**src/design/ipv6nt_pkg.sv**
```systemverilog
// ----------------------------------------------------------------------------
// IPv6 neighbor table package
// Shared sizes, entry layout, status codes and cell control bundle.
// ----------------------------------------------------------------------------
`default_nettype none

package ipv6nt_pkg;

  localparam int ENTRIES = 16;
  localparam int IDX_W   = (ENTRIES > 1) ? $clog2(ENTRIES) : 1;

  localparam int KEY_W   = 64;
  localparam int MAC_W   = 48;
  localparam int STAT_W  = 3;

  localparam int IN_DATA_W  = 2 * KEY_W + MAC_W;                 // 176, whole bytes
  localparam int OUT_USED_W = STAT_W + MAC_W;                    // 51
  localparam int OUT_DATA_W = ((OUT_USED_W + 7) / 8) * 8;        // 56

  localparam logic [7:0] MCAST_FIRST  = 8'hff;
  localparam logic [7:0] MCAST_PREFIX = 8'h33;

  localparam logic MODE_ADD    = 1'b0;
  localparam logic MODE_SEARCH = 1'b1;

  localparam logic [STAT_W-1:0] STAT_UPDATED   = 3'd0;
  localparam logic [STAT_W-1:0] STAT_INSERTED  = 3'd1;
  localparam logic [STAT_W-1:0] STAT_REFUSED   = 3'd2;
  localparam logic [STAT_W-1:0] STAT_FOUND     = 3'd3;
  localparam logic [STAT_W-1:0] STAT_MAPPED    = 3'd4;
  localparam logic [STAT_W-1:0] STAT_NOT_FOUND = 3'd5;
  localparam logic [STAT_W-1:0] STAT_INVALID   = 3'd6;

  typedef struct packed {
    logic [KEY_W-1:0] key_hi;
    logic [KEY_W-1:0] key_lo;
    logic [MAC_W-1:0] mac;
  } entry_t;

  typedef struct packed {
    logic shift;     // rotate the ring by one cell
    logic load_key;  // write key and MAC
    logic load_mac;  // write MAC only
  } cell_ctl_t;

endpackage

`default_nettype wire

```
**src/design/ipv6nt_cell.sv**
```systemverilog
// ----------------------------------------------------------------------------
// IPv6 neighbor table cell
// One table entry; rotates to its neighbor during a scan, loads on commit.
// ----------------------------------------------------------------------------
`default_nettype none

module ipv6nt_cell
  import ipv6nt_pkg::*;
(
  input  wire logic      clk,
  input  wire logic      rst,
  input  wire cell_ctl_t ctl,
  input  wire entry_t    nb,
  input  wire entry_t    wr,
  output entry_t         ent
);

  always_ff @(posedge clk) begin
    if (rst) begin
      ent <= '0;
    end else if (ctl.shift) begin
      ent <= nb;
    end else if (ctl.load_key) begin
      ent <= wr;
    end else if (ctl.load_mac) begin
      ent.mac <= wr.mac;
    end
  end

endmodule

`default_nettype wire

```
**config.mk**
```make
export PLATFORM = sky130hd
export DESIGN_NAME = ipv6nt_cell
export DESIGN_NICKNAME = d
export VERILOG_FILES = /design/src/design/ipv6nt_pkg.sv /design/src/design/ipv6nt_cell.sv
export SDC_FILE = /design/constraint.sdc
export NUM_CORES = 1
export LEC_CHECK = 0
export BUFFER_PORTS_ARGS = -buffer_cell sky130_fd_sc_hd__buf_4
export CORE_AREA = 5 5 205 207
export CTS_CLUSTER_SIZE = 12
export DETAILED_ROUTE_END_ITERATION = 10
export DIE_AREA = 0 0 210 212
export GPL_ROUTABILITY_DRIVEN = 0
export PLACE_DENSITY = 0.57
export SLEW_MARGIN = 30
export SYNTH_ARGS = -nofsm -noshare
export SYNTH_HDL_FRONTEND = slang
export SYNTH_SLANG_ARGS = --single-unit
```
**constraint.sdc**
```tcl
create_clock -name clk -period 3 [get_ports clk]
set_input_delay 0.45 -clock clk [delete_from_list [all_inputs] [get_ports clk]]
set_output_delay 0.45 -clock clk [all_outputs]
set_load 0.02 [all_outputs]
```
==> summary.md <==
| Metric | Value |
|---|---|
| Run status | finished, final reports clean |
| Most frequent cells after synthesis | dfxtp_1, mux2i_1, a211oi_1, nor2b_1, clkbuf_1 |
| # rows | 74 |
| Synth area leaders | dfxtp_1, mux2i_1, a211oi_1, nor2b_1, a221oi_2 |
| H-tree depth | 4 |
| Cell area after layout | 0.0132 mm^2 |
| Hold-critical path depth | 3 |
| CTS tree | yes |
| Initial antenna violation count | 1 |
| Critical path, cell by cell | buf_6 -> inv_4 -> buf_4 -> a211oi_1 |
| Biggest register | ent |
| Port-buffer cells | around 530 |
| Max FFs per register | between 150 and 200 |
| GRT Total Usage | ~14% |
| Die width | roughly 210 um |
| Avg Cell Area, Syn | slightly above 10 um^2 |
| Grt met3 use | 4.69% |
| Antenna diodes | 0 |
| WL per Instance | approximately 18 um |
| Post-CTS setup buffers | 0 |
| Met2 usage | a little under a quarter |
| Yosys warns | 0 |
| FF+latch count, synth | ~180 |
| Clk_skew | 0 ns |
| Final setup fails | 0 |
| Buf+Inv Stages, Crit Path | 3 |
| Top cell type's share of synthesized area | between 40% and 50% |
| Leak | between 6 and 7 nW |
| Post-route clock period utilization | between 40% and 50% |
| Final nets | between 1,500 and 2,000 |
| Reg clk slew, reported paths | 0.07 ns |
| DRC viols | 0 |
| Synth Cell Area | approximately 0.008 mm^2 |
| CTS sink cnt | approximately 180 |
| FFs w/ async S/R, synth | 0% |
| Max Slew Vio Count | 0 |
| Sequential fraction of the synthesis area | between 40% and 50% |
| Post-synth EDFFs | 0 |
| Grt met1 use | between 10% and 20% |
| Worst Hold Path EP | ent[140] |
| Setup TNS | 0 ns |
| Final antenna-violating net count | 0 |
| Hold-fix buffers, CTS | 0 |
| Cell family with most CP delay | buffers and inverters |
| R2R Setup Slk | 2.15 ns |
| Fillers | 4,201 |
| First-pass GRT wire length | approximately 49,000 um |
| Core Util, Final | 33.0% |
| Hold path start | nb[140] |
| Cts repair resizes | 0 |
| Starting density of the core | approximately a fifth |
| CORE AREA | roughly 0.040 mm^2 |
| FMAX | 677 MHz |
| Slowest cell on the critical path | inv_4 |
| Layout cells sized above 1 | a little under half |
| Largest net degree at the start of global routing | 87 |
| Synth-to-layout area growth | 61.2% |
| Worst slew margin | 53.0% |
| Mapped Cells | between 700 and 800 |
| Post-synth top area cell | dfxtp_1 |
| Worst hold path class | in2reg |
| Critical path class | in2reg |
| Worst Path Required | between 3 and 4 ns |
| Worst Setup End Kind | register |
| Clk_lat worst skew | between 0.4 and 0.5 ns |
| Fin crit period | 1.48 ns |
| Hold Fails Final Rpt | 0 |
| CTS buffer count | 17 |
| Worst Tran Pin Value | a little over 0.7 ns |
| Crit path max fanout | between 50 and 60 |
| First-pass detailed-route iteration total | 4 |
| GR peak layer | met2 |
| Vias in the first global route | around 8,300 |
| WL final | 33,100 um |
| Die area | around 0.045 mm^2 |
| Total number of vias | around 8,000 |
| Vias per inst | 4.40 |
| Net Count, Synth | roughly 1,100 |
| Die Height | 212 um |
| Placed Area | 0.0127 mm^2 |
| Io pins | ~530 |
| Biggest regs | ent x176 |
| Unique cell type count in the Yosys netlist | 14 |
| Ys flop type | dfxtp_1 |
| Final HPWL DP | 24,300 um |
| Clk buf depth | 2 |
| Capture point of the worst reg-to-reg path | ent[58] |
| Multi-input logic area | 0.00427 mm^2 |
| CP Launch Type | primary input |
| Drt first-iter violations | 329 |
| Max cap viols | 0 |
| Crit path largest cell delay | roughly 0.55 ns |
| Power per cell area | 489 mW/mm^2 |
| RSZ-0062 raised after global routing | false |
| Reg2reg start | ent[58] |
| Storage element area | 0.00352 mm^2 |
| Arrival time worst endpoint | 1.77 ns |
| VDD IR-drop max | 386 uV |
| Grt ovf | 0 |
| Root Driver | clkbuf_16 |
| Hold Slack | 0.311 ns |
| Worst R2R Path Depth | 2 |
## worst max-delay path by stage
| stage | from | end | slack (ns) | cells past startpoint |
|---|---|---|---|---|
| global route | ctl[2] | ent[172] | 1.45 | 4 |
| CTS | ent[95] | ent[95] | 1.45 | 1 |
| global placement | ctl[2] | ent[171] | 1.08 | 4 |
| floorplan | ctl[2] | ent[35] | 1.47 | 5 |
| finish | ctl[2] | ent[172] | 1.52 | 4 |
| detailed placement | ctl[2] | ent[171] | 1.02 | 4 |
## placed cells by master (no fill, tap or decap), types with 2 or more instances in the layout
cell and instances:
a211oi_1 128, a221oi_1 28, a221oi_2 20, buf_12 7, buf_4 535, buf_6 3
bufinv_16 3, clkbuf_1 2, clkbuf_16 17, clkinv_2 3, clkinv_4 3, dfxtp_1 176
mux2i_1 176, nor2_1 48, nor2b_1 128
## metrics by stage
stage | instances | worst slack (ns) | power, mW
2_1_floorplan | 791 | 1.47 | 3.40
6_report | 1814 | 1.52 | 6.47
4_1_cts | 1814 | 1.45 | 6.60
3_3_place_gp | 1784 | 1.08 | 4.20
5_1_grt | 1814 | 1.45 | 6.80
3_5_place_dp | 1784 | 1.02 | 4.22
## worst reg2reg max path, delay by kind of cell, from the launching register on
| family | cells | cell delay (ns) |
|---|---|---|
| AOI/OAI and AO/OA | 1 | 0.29 |
| DFF | 1 | 0.38 |
| muxes | 1 | 0.09 |
## metal layers
| metal | wire [um] | share of wire, % |
|---|---|---|
| met3 | 2760 | 8.3 |
| met5 | 0 | 0 |
| met1 | 13300 | 40 |
| met4 | 559 | 1.7 |
| met2 | 16400 | 50 |
## power breakdown
part,leakage (nW),internal [mW],switching (mW),total (mW)
combinational,4.40,0.786,0.737,1.52
clock,0.286,1.32,1.00,2.33
sequential,1.47,2.52,0.104,2.62
## area by class of cell
cell class | instances | share of cell area (%)
Clock buffer | 20 | 3.37
Clock inverter | 10 | 1.05
Inverter | 1 | 0.0472
Multi-Input combinational cell | 530 | 32.3
Sequential cell | 176 | 26.6
Tap cell | 532 | 5.03
Timing Repair Buffer | 545 | 31.6
## cell families (layout without fill, tap and decap cells)
logic type      count (synthesis)  in the layout  share of synthesized area (%)
simple gates                  178            178                           12.1
compound gates                176            176                           18.3
mux                           176            176                           21.4
flops                         176            176                           42.9
buf+inv                        85            576                           5.21
(Power assumes the default switching activity.)
